<file path="config.mk">
export PLATFORM = sky130hd
export DESIGN_NAME = debounced_digit_matrix_driver
export DESIGN_NICKNAME = d
export VERILOG_FILES = /design/src/rtl/ddm_pkg.sv /design/src/rtl/ddm_front.sv /design/src/rtl/ddm_cmd_fifo.sv /design/src/rtl/ddm_back.sv /design/src/rtl/debounced_digit_matrix_driver.sv
export SDC_FILE = /design/constraint.sdc
export NUM_CORES = 1
export LEC_CHECK = 0
export BUFFER_PORTS_ARGS = -buffer_cell sky130_fd_sc_hd__buf_2
export CAP_MARGIN = 40
export CELL_PAD_IN_SITES_DETAIL_PLACEMENT = 1
export CELL_PAD_IN_SITES_GLOBAL_PLACEMENT = 1
export CORE_MARGIN = 4
export CORE_UTILIZATION = 45
export CTS_CLUSTER_SIZE = 28
export DETAILED_ROUTE_END_ITERATION = 8
export GPL_TIMING_DRIVEN = 1
export PLACE_DENSITY_LB_ADDON = 0.12
export SLEW_MARGIN = 20
export SYNTH_ARGS = -nofsm -noshare
export SYNTH_HDL_FRONTEND = slang
export SYNTH_HIERARCHICAL = 1
export SYNTH_SLANG_ARGS = --single-unit
</file>
<file path="constraint.sdc">
create_clock -name clk -period 7.23 [get_ports clk]
set_input_delay 1.446 -clock clk [delete_from_list [all_inputs] [get_ports clk]]
set_output_delay 1.446 -clock clk [all_outputs]
set_load 0.1 [all_outputs]
</file>
<file path="src/rtl/ddm_pkg.sv">
// ----------------------------------------------------------------------------
// ddm_pkg: shared types and constants
// Frame command, colour bundle, register indexes, digit font, divide-by-ten.
// ----------------------------------------------------------------------------
package ddm_pkg;

	localparam int DIGIT_W   = 4;
	localparam int LEVEL_W   = 8;
	localparam int DEB_W     = 16;
	localparam int TIME_W    = 32;
	localparam int PIXEL_W   = 24;
	localparam int CFG_IDX_W = 3;
	localparam int CFG_DAT_W = 16;
	localparam int SIDE      = 5;

	localparam logic [DIGIT_W-1:0] DIGIT_MAX = 4'd9;

	localparam logic [CFG_IDX_W-1:0] REG_RED      = 3'd0;
	localparam logic [CFG_IDX_W-1:0] REG_GREEN    = 3'd1;
	localparam logic [CFG_IDX_W-1:0] REG_BLUE     = 3'd2;
	localparam logic [CFG_IDX_W-1:0] REG_DEBOUNCE = 3'd3;

	typedef struct packed {
		logic [DIGIT_W-1:0] digit;
	} cmd_t;

	typedef struct packed {
		logic [LEVEL_W-1:0] g;
		logic [LEVEL_W-1:0] r;
		logic [LEVEL_W-1:0] b;
	} colour_t;

	// x/10 for x < 256: multiply by 205, drop 11 bits
	function automatic logic [LEVEL_W-1:0] div10(input logic [LEVEL_W-1:0] x);
		logic [18:0] p;
		begin
			p = 19'(x) * 19'd205;
			div10 = p[18:11];
		end
	endfunction

	// glyph rows top to bottom, row 0 in bits 24..20; bit 4 of a row is column 0
	function automatic logic [SIDE*SIDE-1:0] glyph(input logic [DIGIT_W-1:0] d);
		begin
			unique case (d)
				4'd1: glyph = {5'h04, 5'h0C, 5'h04, 5'h04, 5'h0E};
				4'd2: glyph = {5'h0E, 5'h11, 5'h02, 5'h04, 5'h1F};
				4'd3: glyph = {5'h1E, 5'h01, 5'h0E, 5'h01, 5'h1E};
				4'd4: glyph = {5'h02, 5'h06, 5'h0A, 5'h1F, 5'h02};
				4'd5: glyph = {5'h1F, 5'h10, 5'h1E, 5'h01, 5'h1E};
				4'd6: glyph = {5'h0E, 5'h10, 5'h1E, 5'h11, 5'h0E};
				4'd7: glyph = {5'h1F, 5'h02, 5'h04, 5'h08, 5'h08};
				4'd8: glyph = {5'h0E, 5'h11, 5'h0E, 5'h11, 5'h0E};
				4'd9: glyph = {5'h0E, 5'h11, 5'h0F, 5'h01, 5'h0E};
				default: glyph = {5'h0E, 5'h11, 5'h11, 5'h11, 5'h0E};
			endcase
		end
	endfunction

endpackage

</file>
<file path="src/rtl/ddm_front.sv">
// ----------------------------------------------------------------------------
// ddm_front: button event classifier
// Tracks pressed flags and debounce times, steps the digit, queues frames.
// ----------------------------------------------------------------------------
module ddm_front (
	input  logic                          clk,
	input  logic                          arst_n,
	input  logic                          accept,
	input  logic                          button,
	input  logic                          level,
	input  logic [ddm_pkg::TIME_W-1:0]    now_ms,
	input  logic [ddm_pkg::DEB_W-1:0]     debounce_ms,
	output logic                          cmd_push,
	output ddm_pkg::cmd_t                 cmd
);
	import ddm_pkg::*;

	logic [DIGIT_W-1:0] digit_q;
	logic               pressed_up_q, pressed_dn_q;
	logic [TIME_W-1:0]  time_up_q, time_dn_q;

	logic [TIME_W-1:0]  last_t, elapsed;
	logic               pressed, settled, fire;
	logic [DIGIT_W-1:0] digit_nxt;

	assign last_t  = button ? time_dn_q : time_up_q;
	assign pressed = button ? pressed_dn_q : pressed_up_q;
	assign elapsed = now_ms - last_t;   // wraps mod 2^32
	assign settled = elapsed >= TIME_W'(debounce_ms);
	assign fire    = accept && !level && !pressed && settled;

	always_comb begin
		if (!button) begin
			digit_nxt = (digit_q >= DIGIT_MAX) ? '0 : digit_q + 4'd1;
		end else begin
			digit_nxt = (digit_q == '0) ? DIGIT_MAX : digit_q - 4'd1;
		end
	end

	assign cmd_push  = fire;
	assign cmd.digit = digit_nxt;

	always_ff @(posedge clk or negedge arst_n) begin
		if (!arst_n) begin
			digit_q      <= '0;
			pressed_up_q <= 1'b0;
			pressed_dn_q <= 1'b0;
			time_up_q    <= '0;
			time_dn_q    <= '0;
		end else if (fire) begin
			digit_q <= digit_nxt;
			if (!button) begin
				pressed_up_q <= 1'b1;
				time_up_q    <= now_ms;
			end else begin
				pressed_dn_q <= 1'b1;
				time_dn_q    <= now_ms;
			end
		end else if (accept && level) begin
			if (!button) begin
				pressed_up_q <= 1'b0;
			end else begin
				pressed_dn_q <= 1'b0;
			end
		end
	end

endmodule

</file>
<file path="src/rtl/ddm_cmd_fifo.sv">
// ----------------------------------------------------------------------------
// ddm_cmd_fifo: frame command queue
// Small register queue between classifier and pixel sequencer.
// ----------------------------------------------------------------------------
module ddm_cmd_fifo (
	input  logic          clk,
	input  logic          arst_n,
	input  logic          push,
	input  ddm_pkg::cmd_t wdata,
	output logic          full,
	input  logic          pop,
	output ddm_pkg::cmd_t rdata,
	output logic          empty
);
	import ddm_pkg::*;

	localparam int DEPTH = 4;
	localparam int PTR_W = $clog2(DEPTH);

	cmd_t             mem_q [DEPTH];
	logic [PTR_W-1:0] wr_ptr_q, rd_ptr_q;
	logic [PTR_W:0]   count_q;

	assign full  = count_q == (PTR_W+1)'(DEPTH);
	assign empty = count_q == '0;
	assign rdata = mem_q[rd_ptr_q];

	always_ff @(posedge clk) begin
		if (push && !full) begin
			mem_q[wr_ptr_q] <= wdata;
		end
	end

	always_ff @(posedge clk or negedge arst_n) begin
		if (!arst_n) begin
			wr_ptr_q <= '0;
			rd_ptr_q <= '0;
			count_q  <= '0;
		end else begin
			if (push && !full) begin
				wr_ptr_q <= wr_ptr_q + PTR_W'(1);
			end
			if (pop && !empty) begin
				rd_ptr_q <= rd_ptr_q + PTR_W'(1);
			end
			unique case ({push && !full, pop && !empty})
				2'b10:   count_q <= count_q + (PTR_W+1)'(1);
				2'b01:   count_q <= count_q - (PTR_W+1)'(1);
				default: count_q <= count_q;
			endcase
		end
	end

endmodule

</file>
<file path="src/rtl/ddm_back.sv">
// ----------------------------------------------------------------------------
// ddm_back: pixel sequencer
// Walks the 5x5 frame one pixel a cycle, stalls on a full output register.
// ----------------------------------------------------------------------------
module ddm_back (
	input  logic                         clk,
	input  logic                         arst_n,
	input  logic                         cmd_empty,
	input  ddm_pkg::cmd_t                cmd,
	output logic                         cmd_pop,
	input  ddm_pkg::colour_t             colour,
	output logic                         empty,
	input  logic                         pop,
	output logic [ddm_pkg::PIXEL_W-1:0]  grb_word,
	output logic                         last_pixel,
	output logic [ddm_pkg::DIGIT_W-1:0]  shown_digit
);
	import ddm_pkg::*;

	logic               busy_q, out_valid_q;
	logic [DIGIT_W-1:0] digit_q;
	logic [2:0]         row_q, col_q;
	logic [PIXEL_W-1:0] pixel_q;
	logic               last_q;
	logic [DIGIT_W-1:0] shown_q;

	logic               adv, at_end, lit, load;
	logic [SIDE*SIDE-1:0] bits;
	logic [4:0]         bit_idx;

	assign adv    = !out_valid_q || pop;
	assign at_end = (row_q == 3'd4) && (col_q == 3'd4);
	assign load   = !cmd_empty && (!busy_q || (adv && at_end));
	assign cmd_pop = load;

	// frame row r shows glyph row 4-r: glyph bit 4 + 5*r - col
	assign bits    = glyph(digit_q);
	assign bit_idx = 5'(row_q) * 5'd5 + 5'd4 - 5'(col_q);
	assign lit     = bits[bit_idx];

	always_ff @(posedge clk) begin
		if (adv && busy_q) begin
			pixel_q <= lit ? {colour.g, colour.r, colour.b} : '0;
			last_q  <= at_end;
			shown_q <= digit_q;
		end
	end

	always_ff @(posedge clk or negedge arst_n) begin
		if (!arst_n) begin
			busy_q      <= 1'b0;
			out_valid_q <= 1'b0;
			digit_q     <= '0;
			row_q       <= '0;
			col_q       <= '0;
		end else begin
			if (adv) begin
				out_valid_q <= busy_q;
			end
			if (load) begin
				busy_q  <= 1'b1;
				digit_q <= cmd.digit;
				row_q   <= '0;
				col_q   <= '0;
			end else if (busy_q && adv) begin
				if (at_end) begin
					busy_q <= 1'b0;
				end else if (col_q == 3'd4) begin
					col_q <= '0;
					row_q <= row_q + 3'd1;
				end else begin
					col_q <= col_q + 3'd1;
				end
			end
		end
	end

	assign empty       = !out_valid_q;
	assign grb_word    = pixel_q;
	assign last_pixel  = last_q;
	assign shown_digit = shown_q;

endmodule

</file>
<file path="src/rtl/debounced_digit_matrix_driver.sv">
// ----------------------------------------------------------------------------
// debounced_digit_matrix_driver: debounced up/down digit on a 5x5 pixel matrix
// Button events in, 25 GRB pixel words per accepted press out.
// ----------------------------------------------------------------------------
// Usage:
//  - Input queue: drive button/level/now_ms with push; a transaction happens
//    when push is high and full is low. Events are classified right away:
//    a debounced press steps the digit and queues one frame command.
//  - Output queue: while empty is low the oldest pixel sits on grb_word,
//    last_pixel, shown_digit; pop takes it. Each frame is 25 transactions,
//    pixel row*5+col, last_pixel marks the 25th.
//  - Path: command queue, then pixel sequencer, then output register.
//  - Throughput: one pixel per cycle while pop is held, set by the single
//    pixel sequencer. Back-to-back frames run with no gap.
//  - Input events are taken every cycle while the 4-entry command queue has
//    room; full rises only when 4 frames are pending behind the sequencer.
//  - When the receiver stalls, the output register holds its word and the
//    sequencer waits; commands back up in the queue, then full asserts.
//  - Configuration: cfg_valid/cfg_ready write channel, cfg_ready always high.
//    Index 0 red, 1 green, 2 blue, 3 debounce ms; others are dropped.
//    Write only while idle.
//  - Reset (arst_n low): digit 0, both buttons released, accept times 0,
//    colour 0/0/20, debounce 100 ms, queues empty.
// ----------------------------------------------------------------------------
module debounced_digit_matrix_driver (
	input  logic                           clk,
	input  logic                           arst_n,
	input  logic                           push,
	output logic                           full,
	input  logic                           button,
	input  logic                           level,
	input  logic [ddm_pkg::TIME_W-1:0]     now_ms,
	output logic                           empty,
	input  logic                           pop,
	output logic [ddm_pkg::PIXEL_W-1:0]    grb_word,
	output logic                           last_pixel,
	output logic [ddm_pkg::DIGIT_W-1:0]    shown_digit,
	input  logic                           cfg_valid,
	output logic                           cfg_ready,
	input  logic [ddm_pkg::CFG_IDX_W-1:0]  cfg_index,
	input  logic [ddm_pkg::CFG_DAT_W-1:0]  cfg_data
);
	import ddm_pkg::*;

	// configuration registers
	logic [LEVEL_W-1:0] red_q, green_q, blue_q;
	logic [DEB_W-1:0]   debounce_q;

	// front/back hookup
	logic    accept;
	logic    cmd_push, cmd_pop, cmd_empty;
	cmd_t    cmd_in, cmd_out;
	colour_t colour;

	assign cfg_ready = 1'b1;

	always_ff @(posedge clk or negedge arst_n) begin
		if (!arst_n) begin
			red_q      <= 8'd0;
			green_q    <= 8'd0;
			blue_q     <= 8'd20;
			debounce_q <= 16'd100;
		end else if (cfg_valid && cfg_ready) begin
			unique case (cfg_index)
				REG_RED:      red_q      <= cfg_data[LEVEL_W-1:0];
				REG_GREEN:    green_q    <= cfg_data[LEVEL_W-1:0];
				REG_BLUE:     blue_q     <= cfg_data[LEVEL_W-1:0];
				REG_DEBOUNCE: debounce_q <= cfg_data;
				default: ;    // unmapped index, write dropped
			endcase
		end
	end

	// tenfold dimming of the lit colour; the user keeps it stable while frames are in flight, unenforced
	assign colour.g = div10(green_q);
	assign colour.r = div10(red_q);
	assign colour.b = div10(blue_q);

	assign accept = push && !full;

	ddm_front u_front (
		.clk         (clk),
		.arst_n      (arst_n),
		.accept      (accept),
		.button      (button),
		.level       (level),
		.now_ms      (now_ms),
		.debounce_ms (debounce_q),
		.cmd_push    (cmd_push),
		.cmd         (cmd_in)
	);

	ddm_cmd_fifo u_fifo (
		.clk    (clk),
		.arst_n (arst_n),
		.push   (cmd_push),
		.wdata  (cmd_in),
		.full   (full),
		.pop    (cmd_pop),
		.rdata  (cmd_out),
		.empty  (cmd_empty)
	);

	ddm_back u_back (
		.clk         (clk),
		.arst_n      (arst_n),
		.cmd_empty   (cmd_empty),
		.cmd         (cmd_out),
		.cmd_pop     (cmd_pop),
		.colour      (colour),
		.empty       (empty),
		.pop         (pop),
		.grb_word    (grb_word),
		.last_pixel  (last_pixel),
		.shown_digit (shown_digit)
	);

`ifndef SYNTH
	// a frame command is never offered to a full queue
	a_no_push_when_full: assert property (@(posedge clk) disable iff (!arst_n)
		full |-> !cmd_push)
		else $error("frame command pushed into full queue");

	// every shown word carries a decimal digit
	a_digit_range: assert property (@(posedge clk) disable iff (!arst_n)
		!empty |-> (shown_digit <= DIGIT_MAX))
		else $error("shown digit out of range");

	// a frame command only comes from an accepted low-level event
	a_cmd_from_press: assert property (@(posedge clk) disable iff (!arst_n)
		cmd_push |-> (accept && !level))
		else $error("frame queued without a press");
`endif

endmodule

</file>
==> impl_metrics.env <==
export IMPL_fp_dieW_um=193.1
export IMPL_regArea_um2=4586
export IMPL_max_freq_mhz=148.3
export IMPL_dieArea_um2=37290
export IMPL_fin_crit_sh_pct=93.26
export IMPL_synth_area_um2=15420
export IMPL_critPathLaunchType="input pin"
export IMPL_ys_seq_area_share_pct=29.74
export IMPL_coreArea_um2=33700
export IMPL_cp_max_fo=4
export IMPL_routed_wirelength_um=43430
export IMPL_drv_cap=0
export IMPL_whs_ns=0.4954
export IMPL_initial_utilization_pct=45.75
export IMPL_path_class="in -> reg"
export IMPL_rrSetupSlack_ns=1.32
export IMPL_postCtsSetupRepairBufs=0
export IMPL_holdBufCountCts=0
export IMPL_pre_cts_ws_ns=-0.3292
export IMPL_drc=0
export IMPL_clkSlewWorstSetupHoldPaths_ns=0.07
export IMPL_synth_ff_type="dfrtp_1"
export IMPL_slew_headroom_pct=44.27
export IMPL_worstSetupEndpointType="flip-flop"
export IMPL_synthMostInstantiatedCell="ha_1"
export IMPL_wl_per_cell_um=19.62
export IMPL_worst_ep_arrival_time_ns=7.12
export IMPL_worstSkewPairLatency_ns=0.46
export IMPL_setup_viol=0
export IMPL_nFillCells=3864
export IMPL_netlist_area_leader_share_pct=20.12
export IMPL_drt_iter0_drc=539
export IMPL_fp_dieH_um=193.1
export IMPL_grt_max_degree=78
export IMPL_syn_avg_cell_area_um2=9.512
export IMPL_num_vias=12744
export IMPL_yosys_top_cells_count="ha_1 (213), dfrtp_1 (124), inv_1 (122), nand3_1 (122), nand2_1 (116)"
export IMPL_numCtsBuffers=17
export IMPL_hold_path_depth=1
export IMPL_portBuffers=88
export IMPL_min_period_ns=6.743
export IMPL_synth_cells=1621
export IMPL_cts_tree="yes"
export IMPL_grt_pass1_vias=13566
export IMPL_vias_per_cell=5.759
export IMPL_multi_input_area_um2=10030
export IMPL_overflow=0
export IMPL_min_from="debounce_q[11]"
export IMPL_synth_edf_count=45
export IMPL_gp_congestion=0.8955
export IMPL_async_flop_share_pct=74.14
export IMPL_nNetsFinal=2054
export IMPL_antenna_found_initial=0
export IMPL_root_buffer="clkbuf_16"
export IMPL_yosys_register_bits=174
export IMPL_tightest_slew_ns=0.8360
export IMPL_finalHoldViolations=0
export IMPL_hold_path_class="reg -> reg"
export IMPL_finalMaxSlewViolations=0
export IMPL_worstReg2RegEnd="u_fifo/count_q[2]"
export IMPL_io_pins=90
export IMPL_hpwl_um=32080
export IMPL_crit_path_top_delay_cell="or4b_4"
export IMPL_grt_pass1_wl_um=71930
export IMPL_rows=67
export IMPL_cp_slowest_stage_delay_ns=0.59
export IMPL_clock_sinks=174
export IMPL_layout_drive_gt1_share_pct=17.79
export IMPL_crit_path_start="button"
export IMPL_cts_max_path_buffers=2
export IMPL_postRouteAntennaNets=0
export IMPL_grtUsageTotal_pct=23.79
export IMPL_dr_pass1_iters=7
export IMPL_required_ns=7.61
export IMPL_regToRegStartpoint="u_front/time_dn_q[1]"
export IMPL_fin_ws_ns=0.4875
export IMPL_hold_end="debounce_q[11]"
export IMPL_outcome="complete, no violations"
export IMPL_synth_area_leaders="dfrtp_1 (20%), ha_1 (17%), edfxtp_1 (8.8%)"
export IMPL_worst_r2r_cell_count=29
export IMPL_yosys_area_top_type="dfrtp_1"
export IMPL_htreeDepth=4
export IMPL_skew_ns=0.01449
export IMPL_synth_cell_type_count=95
export IMPL_areaGrowthSynthToFinish_pct=13.41
export IMPL_antenna_cells=0
export IMPL_cts_resized=0
export IMPL_yosysWarningCount=6
export IMPL_finalSetupTns_ns=0
export IMPL_postLayoutCoreUtil_pct=51.89
cells by family (layout without fill, tap and decap cells):
logic type      count (synthesis)  in the layout  synth area share [%]
fa+ha+maj                     244            244                 21.31
mux                            86             86                 6.297
flops                         174            174                 29.74
simple gates                  511            511                 17.93
buf+inv                       208            344                 5.851
compound gates                343            343                 15.67
other cells                     2             10               0.04871
xor+xnor                       53             53                 3.149
worst max-delay path by stage:
stage                              to
global placement    u_fifo/count_q[2]
detailed placement  u_fifo/count_q[2]
floorplan           u_fifo/count_q[2]
global route        u_fifo/count_q[2]
finish              u_fifo/count_q[2]
CTS                 u_fifo/count_q[2]
layout make-up:
cell class / instances / area share [%]
multi-input combinational: 1247 / 57.36
sequential: 174 / 26.22
timing repair buffer: 190 / 7.084
tap: 448 / 3.205
inverter: 122 / 2.619
clock buffer: 17 / 2.433
clock inverter: 15 / 1.080
metrics by stage:
step / area (um2) / instances
detailed placement: 16810 / 2179
floorplan: 15460 / 1629
finish: 17490 / 2213
CTS: 17420 / 2211
global route: 17490 / 2213
global placement: 16800 / 2178
cell usage in the layout (no fill, tap or decap), types with 20 or more instances in the layout:
cell / netlist / layout
xor2_1: 22 / 21
nor2b_1: 42 / 40
nor3_1: 21 / 21
nor2_1: 49 / 48
o21ai_0: 107 / 106
inv_1: 122 / 122
nand2_1: 116 / 116
a311oi_2: 20 / 20
buf_2: 13 / 86
dfrtp_1: 124 / 124
fa_1: 31 / 31
xnor2_1: 29 / 28
a21o_1: 29 / 29
ha_1: 213 / 213
nand3_2: 20 / 20
or3_1: 71 / 71
mux2i_1: 37 / 35
mux2_1: 40 / 40
a21oi_1: 63 / 61
nand3_1: 122 / 122
edfxtp_1: 45 / 45
buf_4: 2 / 99
critical path: cells and delay by family:
| family | cells | cell delay, ns |
|---|---|---|
| compound gates | 10 | 1.98 |
| simple gates | 5 | 1.05 |
| xor+xnor | 3 | 0.45 |
| mux | 1 | 0.26 |
| buf+inv | 7 | 0.81 |
| fa+ha+maj | 4 | 1.10 |
metal layers:
metal  routed length (um)  vias up  GRT usage (%)
li1                     -     6121              -
met1                20010     6383          31.71
met2                21460      197          41.23
met3                 1219       43          3.421
met4                  735        0          5.392
met5                    0        -              0
flip-flops by register name (all words and copies together), names as in the netlist, 2 cells and up:
register / count
u_front/time_dn_q: 32
u_front/time_up_q: 32
u_back/grb_word: 24
debounce_q: 16
u_fifo/mem_q: 16
blue_q: 8
green_q: 8
red_q: 8
u_back/digit_q: 4
u_back/shown_digit: 4
u_front/digit_q: 4
u_back/col_q: 3
u_back/row_q: 3
u_fifo/count_q: 3
u_fifo/rd_ptr_q: 2
u_fifo/wr_ptr_q: 2
Power is left out: the tool's default activity adds up to more than one toggle a clock period on the data nets, which glitch-free logic cannot reach.
